`src/rtl/pqve_pkg.sv`:
```
// Shared types and constants for the particle quad vertex expander.
// Used by every module of the block but pqve_checker; depends on nothing.
package pqve_pkg;

    localparam int SINE_LAT     = 22;
    localparam int MOTION_LAT   = 27;
    localparam int SINE_PAD     = MOTION_LAT - SINE_LAT;
    localparam int HORNER_STEPS = 8;
    localparam int SQRT_STAGES  = 16;
    localparam int DIV_STAGES   = 8;
    localparam int FIFO_DEPTH   = 4;
    localparam int FIFO_AW      = $clog2(FIFO_DEPTH);

    localparam logic [32:0] STEP_RAD     = 33'd6746518852;
    localparam logic [30:0] Q30_ONE      = 31'h4000_0000;
    localparam logic [14:0] QUARTER_TURN = 15'h4000;
    localparam logic [16:0] BLEND_MAX    = 17'h10000;
    localparam logic [1:0]  CORNER_LAST  = 2'd3;

    localparam logic [1:0] REG_MOTION_MODE  = 2'd0;
    localparam logic [1:0] REG_INV_BLEND    = 2'd1;
    localparam logic [1:0] REG_STRETCH_GAIN = 2'd2;

    localparam logic [1:0] CORNER_UV [4] = '{2'd0, 2'd1, 2'd3, 2'd2};

    typedef struct packed {
        logic [31:0] pos_x;
        logic [31:0] pos_y;
        logic [31:0] pos_z;
        logic [31:0] argb;
        logic [31:0] frame;
        logic [31:0] size_xp;
        logic [31:0] size_xn;
        logic [31:0] size_yp;
        logic [31:0] size_yn;
    } side_t;

    typedef struct packed {
        side_t       side;
        logic [14:0] sin_r;
        logic        sin_neg;
        logic [14:0] cos_r;
        logic        cos_neg;
        logic [31:0] mag_x;
        logic [31:0] mag_y;
        logic [31:0] mag_z;
        logic [2:0]  sgn;
        logic        motion;
    } req_t;

    typedef struct packed {
        logic [31:0] pos_x;
        logic [31:0] pos_y;
        logic [31:0] pos_z;
        logic [31:0] argb;
        logic [63:0] cos_sin;
        logic [31:0] frame;
        logic [63:0] size;
        logic [1:0]  uv;
        logic [47:0] dir;
        logic [31:0] stretch;
        logic [16:0] blend;
        logic        last;
    } vert_t;

endpackage

```
`src/rtl/pqve_front.sv`:
```
// Front end: classifies one particle into a request for the back end.
// Color packing, corner sizes, angle folding and velocity magnitudes; uses pqve_pkg.
module pqve_front
    import pqve_pkg::*;
(
    input  logic [31:0] pos_x,
    input  logic [31:0] pos_y,
    input  logic [31:0] pos_z,
    input  logic [63:0] color_rgba,
    input  logic [15:0] rotation_angle,
    input  logic [31:0] frame_word,
    input  logic [31:0] size_x,
    input  logic [31:0] size_y,
    input  logic [31:0] vel_x,
    input  logic [31:0] vel_y,
    input  logic [31:0] vel_z,
    input  logic        motion_mode,
    output req_t        req
);

    function automatic logic [7:0] chan(input logic [15:0] raw);
        logic [23:0] v;
        v = (24'(raw) * 24'd255) >> 12;
        if (raw[15])
            return 8'd0;
        else if (v > 24'd255)
            return 8'hFF;
        else
            return v[7:0];
    endfunction

    function automatic logic [31:0] neg_sat(input logic [31:0] v);
        if (v == 32'h8000_0000)
            return 32'h7FFF_FFFF;
        else
            return 32'd0 - v;
    endfunction

    function automatic logic [31:0] mag(input logic [31:0] v);
        return v[31] ? 32'd0 - v : v;
    endfunction

    logic [15:0] cos_ang;

    assign cos_ang = rotation_angle + 16'h4000;

    always_comb
    begin
        req.side.pos_x   = pos_x;
        req.side.pos_y   = pos_y;
        req.side.pos_z   = pos_z;
        req.side.argb    = {chan(color_rgba[15:0]), chan(color_rgba[63:48]),
                            chan(color_rgba[47:32]), chan(color_rgba[31:16])};
        req.side.frame   = frame_word;
        req.side.size_xp = size_x;
        req.side.size_xn = neg_sat(size_x);
        req.side.size_yp = size_y;
        req.side.size_yn = neg_sat(size_y);
        req.sin_r   = rotation_angle[14] ? QUARTER_TURN - 15'(rotation_angle[13:0])
                                         : 15'(rotation_angle[13:0]);
        req.sin_neg = rotation_angle[15];
        req.cos_r   = cos_ang[14] ? QUARTER_TURN - 15'(cos_ang[13:0]) : 15'(cos_ang[13:0]);
        req.cos_neg = cos_ang[15];
        req.mag_x   = mag(vel_x);
        req.mag_y   = mag(vel_y);
        req.mag_z   = mag(vel_z);
        req.sgn     = {vel_x[31], vel_y[31], vel_z[31]};
        req.motion  = motion_mode;
    end

endmodule

```
`config.mk`:
```
export PLATFORM = sky130hd
export DESIGN_NAME = pqve_front
export DESIGN_NICKNAME = d
export VERILOG_FILES = /design/src/rtl/pqve_pkg.sv /design/src/rtl/pqve_front.sv
export SDC_FILE = /design/constraint.sdc
export NUM_CORES = 1
export LEC_CHECK = 0
export BUFFER_PORTS_ARGS = -buffer_cell sky130_fd_sc_hd__buf_4
export CAP_MARGIN = 5
export CORE_AREA = 2 2 303 305
export DETAILED_ROUTE_END_ITERATION = 8
export DIE_AREA = 0 0 305 307
export GPL_TIMING_DRIVEN = 0
export PLACE_DENSITY_LB_ADDON = 0.1
export SYNTH_ARGS = -nofsm -noshare
export SYNTH_HDL_FRONTEND = slang
export SYNTH_SLANG_ARGS = --single-unit
```
`constraint.sdc`:
```
create_clock -name vclk -period 10.1
set_clock_uncertainty 0.2 [all_clocks]
set_input_delay 1.515 -clock vclk [all_inputs]
set_output_delay 1.515 -clock vclk [all_outputs]
set_load 0.02 [all_outputs]
```
==> impl_results.md <==
- Critical path's slowest cell: a211oi_1
- Rel. slew slack: 0.334
- Pins Over Slew Limit: 0
- Post-synthesis instance area: 17000 sq um
- Die Width: 305 microns
- Final Core Density: 0.258
- GRT Total Usage: 0.119
- Total number of sequential cells: 0
- Post-route DRC violation count: 0
- Achievable Freq: 110 MHz
- Tmin final: 9.08 ns
- Hold violation count in the final report: 0
- Pwr dens: 200 nW/um^2
- DRT Pass-1 Iters: 5
- GPL Wtd Cong: 0.812
- Average wire per standard cell: 14.7 microns
- Largest net degree at the start of global routing: 11
- Hold path start: pos_z[22]
- Vias in the first global route: 16500
- Gate power share: 1.000
- Post-CTS setup buffers: 0
- Most common cell after layout, fill and taps aside: buf_4
- WHS Endpoint: req[346]
- Run status: finished clean
- Multi-input logic area: 13400 sq um
- I/O Buffers: 658
- CP Class: in2out
- Tot Pwr: 0.00469 W
- Tcrit/Tclk final: 0.899
- CP cell instances: buf_4 -> inv_1 -> fa_1 -> fa_1 -> inv_1 -> fa_1 -> inv_1 -> fa_1 -> inv_1 -> ha_1 -> a21o_1 -> o41a_1 -> a21o_1 -> or4b_2 -> a211oi_1 -> a21oi_1 -> buf_4
- CTS Hold Bufs: 0
- Die height: roughly 310 microns
- WP data required: 8.39 ns
- Area grow syn2layout: 37.9%
- Crit path DAT: 7.36 ns
- Sw power: about 0.0027 W
- Clock buf count: 0
- Share of cells above drive strength 1: 0.319
- Initial DRC Count: 646
- Final setup vio count: 0
- Total number of vias: 15800
- Most frequent cells in the layout: buf_4, inv_1, fa_1
- Core footprint: 90700 sq um
- CP max stage delay: 0.79 ns
- Slew @ Worst Pin: 0.991 ns
- CP endpoint kind: output port
- Max VDD drop: about 120 uV
- Vias per inst: 4.02
- Min-Delay Path Class: in2out
- RSZ-0062 raised after global routing: false
- Max_cap viols: 0
- Top cell family by delay on the critical path: adder cells
- Met2 wire len: 29200 microns
- Cell count after synthesis: 2096
- Syn Nets: 2911
- Met3 WL: slightly below 4000 microns
- Setup_tns: 0 ns
- Startpoint Class: input port
- Area after DPL: approximately 23000 sq um
- Avg Inst Size Synth: 8.10 sq um
- Overflow after GRT: 0
- WL met1: 24000 microns
- FF/Latch Area: 0 sq um
- Distinct cell type count after synthesis: 67
- Post_cts resized: 0
- Hold Crit Depth: 2
- Static leakage: 12.3 nW
- IO Pins: 789
- Die ar.: 93600 sq um
- Initial antenna violation count: 13
- Int Power: between 0.0015 and 0.002 W
- Uppermost layer routed: met5
- Routed wire length: 57800 microns
- Rows: 111
- Clock share of power: 0
- Post-route cell area: ~23000 sq um
- Worst-path fanout max: 8
- Yosys synthesis warning count: 0
- Nets@finish: 3571
- Worst Path Buf+Inv: 6
- Initial Utilization: 0.187
- Fillers: 10100
- Sw Share: 0.581
- Sequential area share after synthesis: 0
- Sequential Power Share: 0
- First-pass GRT wire length: 91100 microns
- Antenna Violating Nets Remaining: 0
- Post-DP HPWL: 54500 microns
-- cells in the mapped netlist (8+ instances only) --
library cell | n | area share
nand2b_1 | 24 | 0.0088
nand3b_1 | 8 | 0.0035
ha_1 | 170 | 0.13
o31ai_1 | 27 | 0.012
nor4_1 | 24 | 0.0088
clkbuf_1 | 22 | 0.0049
xor2_1 | 65 | 0.034
nor2_1 | 65 | 0.014
nand3_1 | 22 | 0.0065
a21o_1 | 10 | 0.0044
nor2b_1 | 10 | 0.0037
buf_4 | 202 | 0.089
a211oi_1 | 9 | 0.0040
nor3_1 | 35 | 0.010
a21oi_1 | 76 | 0.022
o41ai_1 | 14 | 0.0072
and3_1 | 10 | 0.0037
or3_1 | 34 | 0.013
or4_1 | 21 | 0.0093
xnor2_1 | 137 | 0.071
nand4_1 | 8 | 0.0029
nand2_1 | 133 | 0.029
a31oi_1 | 12 | 0.0044
fa_1 | 276 | 0.33
inv_1 | 521 | 0.12
mux2i_1 | 10 | 0.0059
o21ai_0 | 65 | 0.019
-- layout make-up --
| cell class | count | share of cell area |
|---|---|---|
| multi-input cells | 1344 | 0.572 |
| diodes | 3 | 0.000321 |
| inverters | 521 | 0.0835 |
| plain buffers | 231 | 0.0702 |
| repair buffers | 658 | 0.211 |
| well taps | 1186 | 0.0634 |
-- through the flow --
step	worst slack [ns]	cells	hold WS, ns
floorplan	1.87	2096	2.92
global route	0.680	3941	3.03
detailed placement	1.01	3940	3.03
finish	1.02	3943	3.03
global placement	1.01	3940	3.03
CTS	1.00	3940	3.03
-- metal layers --
metal	vias to the layer above	track usage
met5	-	0
met2	464	0.213
li1	7718	-
met1	7603	0.151
met4	20	0.0100
met3	40	0.0255
-- worst max-delay path by stage --
stage                         startpoint  endpoint  slack [ns]  cells past startpoint
after floorplan           color_rgba[54]  req[308]        1.87                     15
after global placement    color_rgba[53]  req[310]        1.01                     17
after detailed placement  color_rgba[52]  req[311]        1.01                     17
after CTS                 color_rgba[52]  req[311]        1.00                     17
after global routing      color_rgba[54]  req[311]        0.68                     17
final                     color_rgba[53]  req[313]        1.02                     17
-- kinds of logic (layout without fill, tap and decap cells) --
logic type	count (synthesis)	after routing	share of synthesized area
mux	11	11	0.00656
buf+inv	752	1410	0.212
simple gates	420	420	0.127
compound gates	265	265	0.0997
fa+ha+maj	446	446	0.451
xor+xnor	202	202	0.104
other cells	0	3	0
-- power groups by stage --
stage	clock, W	sequential, W	combinational [W]
3_3_place_gp	0	0	0.00473
2_1_floorplan	0	0	0.00342
4_1_cts	0	0	0.00476
6_report	0.0000000000398	0	0.00469
5_1_grt	0.0000000000133	0	0.00537
3_5_place_dp	0	0	0.00472
Note: power is estimated with default switching activity, not from simulation.
