[src/rtl/pqve_pkg.sv]
// Shared types and constants for the particle quad vertex expander.
// Used by every module of the block but pqve_checker; depends on nothing.
package pqve_pkg;

    localparam int SINE_LAT     = 22;
    localparam int MOTION_LAT   = 27;
    localparam int SINE_PAD     = MOTION_LAT - SINE_LAT;
    localparam int HORNER_STEPS = 8;
    localparam int SQRT_STAGES  = 16;
    localparam int DIV_STAGES   = 8;
    localparam int FIFO_DEPTH   = 4;
    localparam int FIFO_AW      = $clog2(FIFO_DEPTH);

    localparam logic [32:0] STEP_RAD     = 33'd6746518852;
    localparam logic [30:0] Q30_ONE      = 31'h4000_0000;
    localparam logic [14:0] QUARTER_TURN = 15'h4000;
    localparam logic [16:0] BLEND_MAX    = 17'h10000;
    localparam logic [1:0]  CORNER_LAST  = 2'd3;

    localparam logic [1:0] REG_MOTION_MODE  = 2'd0;
    localparam logic [1:0] REG_INV_BLEND    = 2'd1;
    localparam logic [1:0] REG_STRETCH_GAIN = 2'd2;

    localparam logic [1:0] CORNER_UV [4] = '{2'd0, 2'd1, 2'd3, 2'd2};

    typedef struct packed {
        logic [31:0] pos_x;
        logic [31:0] pos_y;
        logic [31:0] pos_z;
        logic [31:0] argb;
        logic [31:0] frame;
        logic [31:0] size_xp;
        logic [31:0] size_xn;
        logic [31:0] size_yp;
        logic [31:0] size_yn;
    } side_t;

    typedef struct packed {
        side_t       side;
        logic [14:0] sin_r;
        logic        sin_neg;
        logic [14:0] cos_r;
        logic        cos_neg;
        logic [31:0] mag_x;
        logic [31:0] mag_y;
        logic [31:0] mag_z;
        logic [2:0]  sgn;
        logic        motion;
    } req_t;

    typedef struct packed {
        logic [31:0] pos_x;
        logic [31:0] pos_y;
        logic [31:0] pos_z;
        logic [31:0] argb;
        logic [63:0] cos_sin;
        logic [31:0] frame;
        logic [63:0] size;
        logic [1:0]  uv;
        logic [47:0] dir;
        logic [31:0] stretch;
        logic [16:0] blend;
        logic        last;
    } vert_t;

endpackage

[src/rtl/pqve_fifo.sv]
// Short request queue between front and back end.
// Holds classified particles; uses pqve_pkg for the request type.
module pqve_fifo
    import pqve_pkg::*;
(
    input  logic clk,
    input  logic rst_n,
    input  logic wr_en,
    input  req_t wr_data,
    output logic full,
    input  logic rd_en,
    output req_t rd_data,
    output logic empty
);

    req_t                 mem_reg [FIFO_DEPTH];
    logic [FIFO_AW-1:0]   wr_ptr_reg, wr_ptr_next;
    logic [FIFO_AW-1:0]   rd_ptr_reg, rd_ptr_next;
    logic [FIFO_AW:0]     count_reg, count_next;
    logic                 do_wr, do_rd;

    assign full    = (count_reg == (FIFO_AW+1)'(FIFO_DEPTH));
    assign empty   = (count_reg == '0);
    assign do_wr   = wr_en && !full;
    assign do_rd   = rd_en && !empty;
    assign rd_data = mem_reg[rd_ptr_reg];

    always_comb
    begin
        wr_ptr_next = do_wr ? wr_ptr_reg + 1'b1 : wr_ptr_reg;
        rd_ptr_next = do_rd ? rd_ptr_reg + 1'b1 : rd_ptr_reg;
        count_next  = count_reg + (FIFO_AW+1)'(do_wr) - (FIFO_AW+1)'(do_rd);
    end

    always_ff @(posedge clk or negedge rst_n)
    begin
        if (!rst_n)
        begin
            wr_ptr_reg <= '0;
            rd_ptr_reg <= '0;
            count_reg  <= '0;
        end
        else
        begin
            wr_ptr_reg <= wr_ptr_next;
            rd_ptr_reg <= rd_ptr_next;
            count_reg  <= count_next;
        end
    end

    always_ff @(posedge clk)
    begin
        if (do_wr)
            mem_reg[wr_ptr_reg] <= wr_data;
    end

endmodule

[config.mk]
export PLATFORM = sky130hd
export DESIGN_NAME = pqve_fifo
export DESIGN_NICKNAME = d
export VERILOG_FILES = /design/src/rtl/pqve_pkg.sv /design/src/rtl/pqve_fifo.sv
export SDC_FILE = /design/constraint.sdc
export NUM_CORES = 1
export LEC_CHECK = 0
export BUFFER_PORTS_ARGS = -buffer_cell sky130_fd_sc_hd__buf_2
export CELL_PAD_IN_SITES_DETAIL_PLACEMENT = 2
export CELL_PAD_IN_SITES_GLOBAL_PLACEMENT = 2
export CORE_MARGIN = 2
export CORE_UTILIZATION = 49
export CTS_CLUSTER_DIAMETER = 60
export DETAILED_ROUTE_END_ITERATION = 8
export GPL_ROUTABILITY_DRIVEN = 0
export PLACE_DENSITY_LB_ADDON = 0.1
export SYNTH_ARGS = -nofsm -noshare
export SYNTH_HDL_FRONTEND = slang
export SYNTH_SLANG_ARGS = --single-unit
[constraint.sdc]
create_clock -name clk -period 20.2 [get_ports clk]
set_clock_uncertainty 0.2 [all_clocks]
set_input_delay 3.03 -clock clk [delete_from_list [all_inputs] [get_ports clk]]
set_output_delay 3.03 -clock clk [all_outputs]
set_load 0.02 [all_outputs]
==> results of run 1 <==
logic make-up after synthesis:
kind of cell    share of synthesized area
compound gates                   0.000512
flops                               0.828
xor+xnor                         0.000573
fa+ha+maj                         0.00156
buf+inv                            0.0125
simple gates                      0.00162
mux                                 0.155
cell usage after synthesis:
| master | count | share of area |
|---|---|---|
| fa_1 | 1 | 0.00033 |
| o311ai_0 | 1 | 0.00014 |
| or4bb_1 | 2 | 0.00037 |
| buf_6 | 43 | 0.0079 |
| ha_1 | 6 | 0.0012 |
| mux4_2 | 420 | 0.15 |
| dfrtp_1 | 7 | 0.0029 |
| and3b_1 | 4 | 0.00057 |
| edfxtp_1 | 1680 | 0.83 |
| o211ai_1 | 2 | 0.00025 |
| nor3b_1 | 1 | 0.00012 |
| clkbuf_1 | 6 | 0.00037 |
| buf_2 | 42 | 0.0034 |
| nand2_1 | 1 | 0.000061 |
| xnor2_1 | 4 | 0.00057 |
| nand2b_1 | 4 | 0.00041 |
| buf_4 | 3 | 0.00037 |
| inv_1 | 6 | 0.00037 |
| o31ai_1 | 1 | 0.00012 |
| nor3_1 | 1 | 0.000082 |
per-stage QoR:
stage	cell area, sq um	hold slack (ns)	worst slack, ns	instances
floorplan	61100	0.335	6.56	2235
global placement	67000	0.368	11.93	4659
==> results.py, run 1 <==
metrics = {
    "outcome": {
        "status": "stopped before the end",
        "outcome.stop_stage": "detailed placement",
        "error": "Error: detail_place.tcl, 38 bad optional access",
    },
    "floorplanning": {
        "ios": 846,
        "start_util": 0.494,
        "dieHeight_microns": 357,
        "rows": 129,
        "die_w_microns": 357,
    },
    "synth": {
        "ys_ff_latch": 1687,
        "yosys.cell_types.count": 20,
        "syn_area_per_cell_sq_um": 27.3,
        "syn-cell-area_sq_um": 61100,
        "syn_inst": 2235,
        "seq_area_frac_synth": 0.828,
        "syn_nets": 2666,
        "ys_warn_count": 0,
    },
    "placement": {
        "port_buffers": 845,
    },
}
==> run 2, diff against run 1 <==
==> config.mk (replaced) <==
export PLATFORM = sky130hd
export DESIGN_NAME = pqve_fifo
export DESIGN_NICKNAME = d
export VERILOG_FILES = /design/src/rtl/pqve_pkg.sv /design/src/rtl/pqve_fifo.sv
export SDC_FILE = /design/constraint.sdc
export NUM_CORES = 1
export LEC_CHECK = 0
export BUFFER_PORTS_ARGS = -buffer_cell sky130_fd_sc_hd__buf_2
export CORE_MARGIN = 2
export CORE_UTILIZATION = 38
export DETAILED_ROUTE_END_ITERATION = 8
export GPL_ROUTABILITY_DRIVEN = 0
export PLACE_DENSITY_LB_ADDON = 0.15
export SYNTH_ARGS = -nofsm -noshare
export SYNTH_HDL_FRONTEND = slang
export SYNTH_SLANG_ARGS = --single-unit
==> run 2 against run 1 <==
The run now ends clean; synthesized cell count is the same; synthesized area is the same.
==> results.py, run 2 <==
metrics = {
    "clock_tree": {
        "insertion_delay_ns": 0.79,
        "cts_buffer_depth": 3,
        "htreeDepth": 4,
        "clk_pin_slew_ns": 0.06,
        "clock-sinks": 1687,
        "postCtsHoldBufs": 0,
        "postCtsSetupBuffers": 0,
        "cts_root_buf": "clkbuf_16",
        "cts_tree": "yes",
        "cts_resized": 0,
        "cts_made_buffers": 176,
    },
    "worst_hold_path": {
        "whs_path_depth": 2,
        "whs_endpoint": "wr_ptr_reg[1]",
        "worstHoldPathType": "register to register",
        "hp-start": "wr_ptr_reg[1]",
    },
    "timing": {
        "fin_crit_sh": 0.457,
        "fmax_mhz": 108,
        "worst_pin_slew_ns": 1.17,
        "whs_ns": 0.404,
        "rsz0062_at_grt": "false",
        "drv_slew": 0,
        "finalCriticalPeriod_ns": 9.23,
        "hold_violations": 0,
        "tns_ns": 0,
        "worst_slack_ns": 10.97,
        "slew_headroom": 0.217,
        "setup_violations": 0,
    },
    "route": {
        "drt-pass1-iter-count": 5,
        "wl_per_cell_microns": 25.2,
        "drt-total-wl_mm": 139,
        "drt_iter0_markers": 1847,
        "drc_errors": 0,
        "avgViaCountPerCell": 4.99,
        "via_count": 27600,
        "antenna_left": 0,
    },
    "floorplanning": {
        "rows": 147,
        "ios": 846,
        "start_util": 0.381,
        "core_sq_um": 160000,
        "die-area_sq_um": 164000,
        "die_w_microns": 405,
        "dieHeight_microns": 405,
    },
    "synth": {
        "syn_nets": 2666,
        "syn-cell-area_sq_um": 61100,
        "synth_top_cell_by_area": "edfxtp_1",
        "ys_ff_latch": 1687,
        "synthTopCellsByArea": "edfxtp_1, mux4_2, buf_6, buf_2, dfrtp_1",
        "synth_common_cells": "edfxtp_1, mux4_2, buf_6",
        "ys_warn_count": 0,
        "synthFlopType": "edfxtp_1",
        "syn_inst": 2235,
        "syn_area_per_cell_sq_um": 27.3,
        "yosysMostFrequentCell": "edfxtp_1",
        "yosys.cell_types.count": 20,
        "synthArstFlopShare": 0.00415,
        "synth_edf_count": 1680,
        "seq_area_frac_synth": 0.828,
        "synth.top_cell.area_share": 0.826,
    },
    "setup_path": {
        "arrival_ns": 6.00,
        "worstSetupPathType": "register to output port",
        "endpoint_kind": "output port",
        "worstSetupStartpointType": "register",
        "reg2reg_depth": 6,
        "r2r_start": "count_reg[2]",
        "worstPathRequired_ns": 16.97,
        "r2r_slack_ns": 14.44,
        "r2r-end": "mem_reg[3][141]",
        "cp_max_fo": 47,
    },
    "layout": {
        "drive_gt1_frac": 0.464,
        "layout.nets": 3630,
        "layout_commonest_cell": "edfxtp_1",
        "nFillCells": 13300,
        "largest_register_ff_count": 1680,
        "layout_common_cells": "edfxtp_1, buf_2, mux4_2",
        "syn_to_final_growth_pct": 20.2,
    },
    "outcome": {
        "status": "completed",
    },
    "power": {
        "ir_drop_v": 0.000118,
        "p_leak_nw": 24.6,
        "powerDensity_nw_per_um2": 157,
    },
    "placement": {
        "dp_slack_ns": 11.48,
        "dpl.hpwl_mm": 88.5,
        "port_buffers": 845,
    },
    "global_route": {
        "grt_pass1_wl_mm": 199,
        "grt_max_degree": 148,
        "grtUsageTotal": 0.167,
        "grt_overflow": 0,
        "first_global_vias": 29300,
        "antenna_found_initial": 89,
    },
    "job": {
        "cap_violations": 0,
    },
}
run 2: cell counts after synthesis:
No cell type changed its count.
run 2: area by class of cell:
cell class / instances / area (sq um) / share of cell area
inverters: 6 / 22.5 / 0.000307
diodes: 28 / 70.1 / 0.000954
clock buffers: 210 / 4570 / 0.0623
clock inverters: 112 / 1140 / 0.0155
well taps: 2160 / 2700 / 0.0368
flip-flops and latches: 1687 / 50600 / 0.690
repair buffers: 880 / 4550 / 0.0620
multi-input cells: 448 / 9730 / 0.133
run 2: worst max path at each step:
stage / start / endpoint / depth (start not counted)
3_5_place_dp: rd_ptr_reg[0] / rd_data[189] / 6
6_report: rd_ptr_reg[0] / rd_data[177] / 6
5_1_grt: rd_ptr_reg[0] / rd_data[155] / 6
4_1_cts: rd_ptr_reg[0] / rd_data[189] / 6
3_3_place_gp: rd_ptr_reg[0] / rd_data[189] / 6
2_1_floorplan: wr_en / mem_reg[0][0] / 1
run 2: kinds of logic (layout without fill, tap and decap cells):
family          Yosys count  in the layout  share of synthesized area
mux                     420            420                      0.155
other cells               0             28                          0
simple gates             13             13                    0.00162
buf+inv                 100           1208                     0.0125
compound gates            4              4                   0.000512
flops                  1687           1687                      0.828
fa+ha+maj                 7              7                    0.00156
xor+xnor                  4              4                   0.000573
run 2: critical path, cell delays in order (launching register included):
cell and delay (ns):
dfrtp_4 0.89, buf_4 0.72, buf_4 0.86, buf_4 0.87
buf_4 0.85, mux4_2 0.62, buf_2 0.18
run 2: power breakdown:
group          total [mW]  switching (mW)  internal (mW)  leakage [nW]
Sequential           4.78           0.172           4.61          15.5
Clock                3.16            1.32           1.84          2.79
Combinational        3.62            2.28           1.34          6.33
Total                11.6            3.77           7.79          24.6
run 2: routing by layer:
metal | GRT usage | wire [microns]
met1 | 0.196 | 51800
met2 | 0.270 | 67900
met3 | 0.0832 | 15600
met4 | 0.0496 | 3670
met5 | 0 | 579
run 2: per-stage QoR:
stage | cell area, sq um | cells | utilization | power [mW]
2_1_floorplan | 61100 | 2235 | - | 7.59
6_report | 73400 | 5531 | 0.458 | 11.6
5_1_grt | 73400 | 5513 | 0.458 | 12.1
3_3_place_gp | 67600 | 5181 | 0.422 | 8.53
3_5_place_dp | 67600 | 5181 | 0.422 | 8.58
4_1_cts | 73400 | 5503 | 0.458 | 11.8
(Power assumes the default switching activity.)
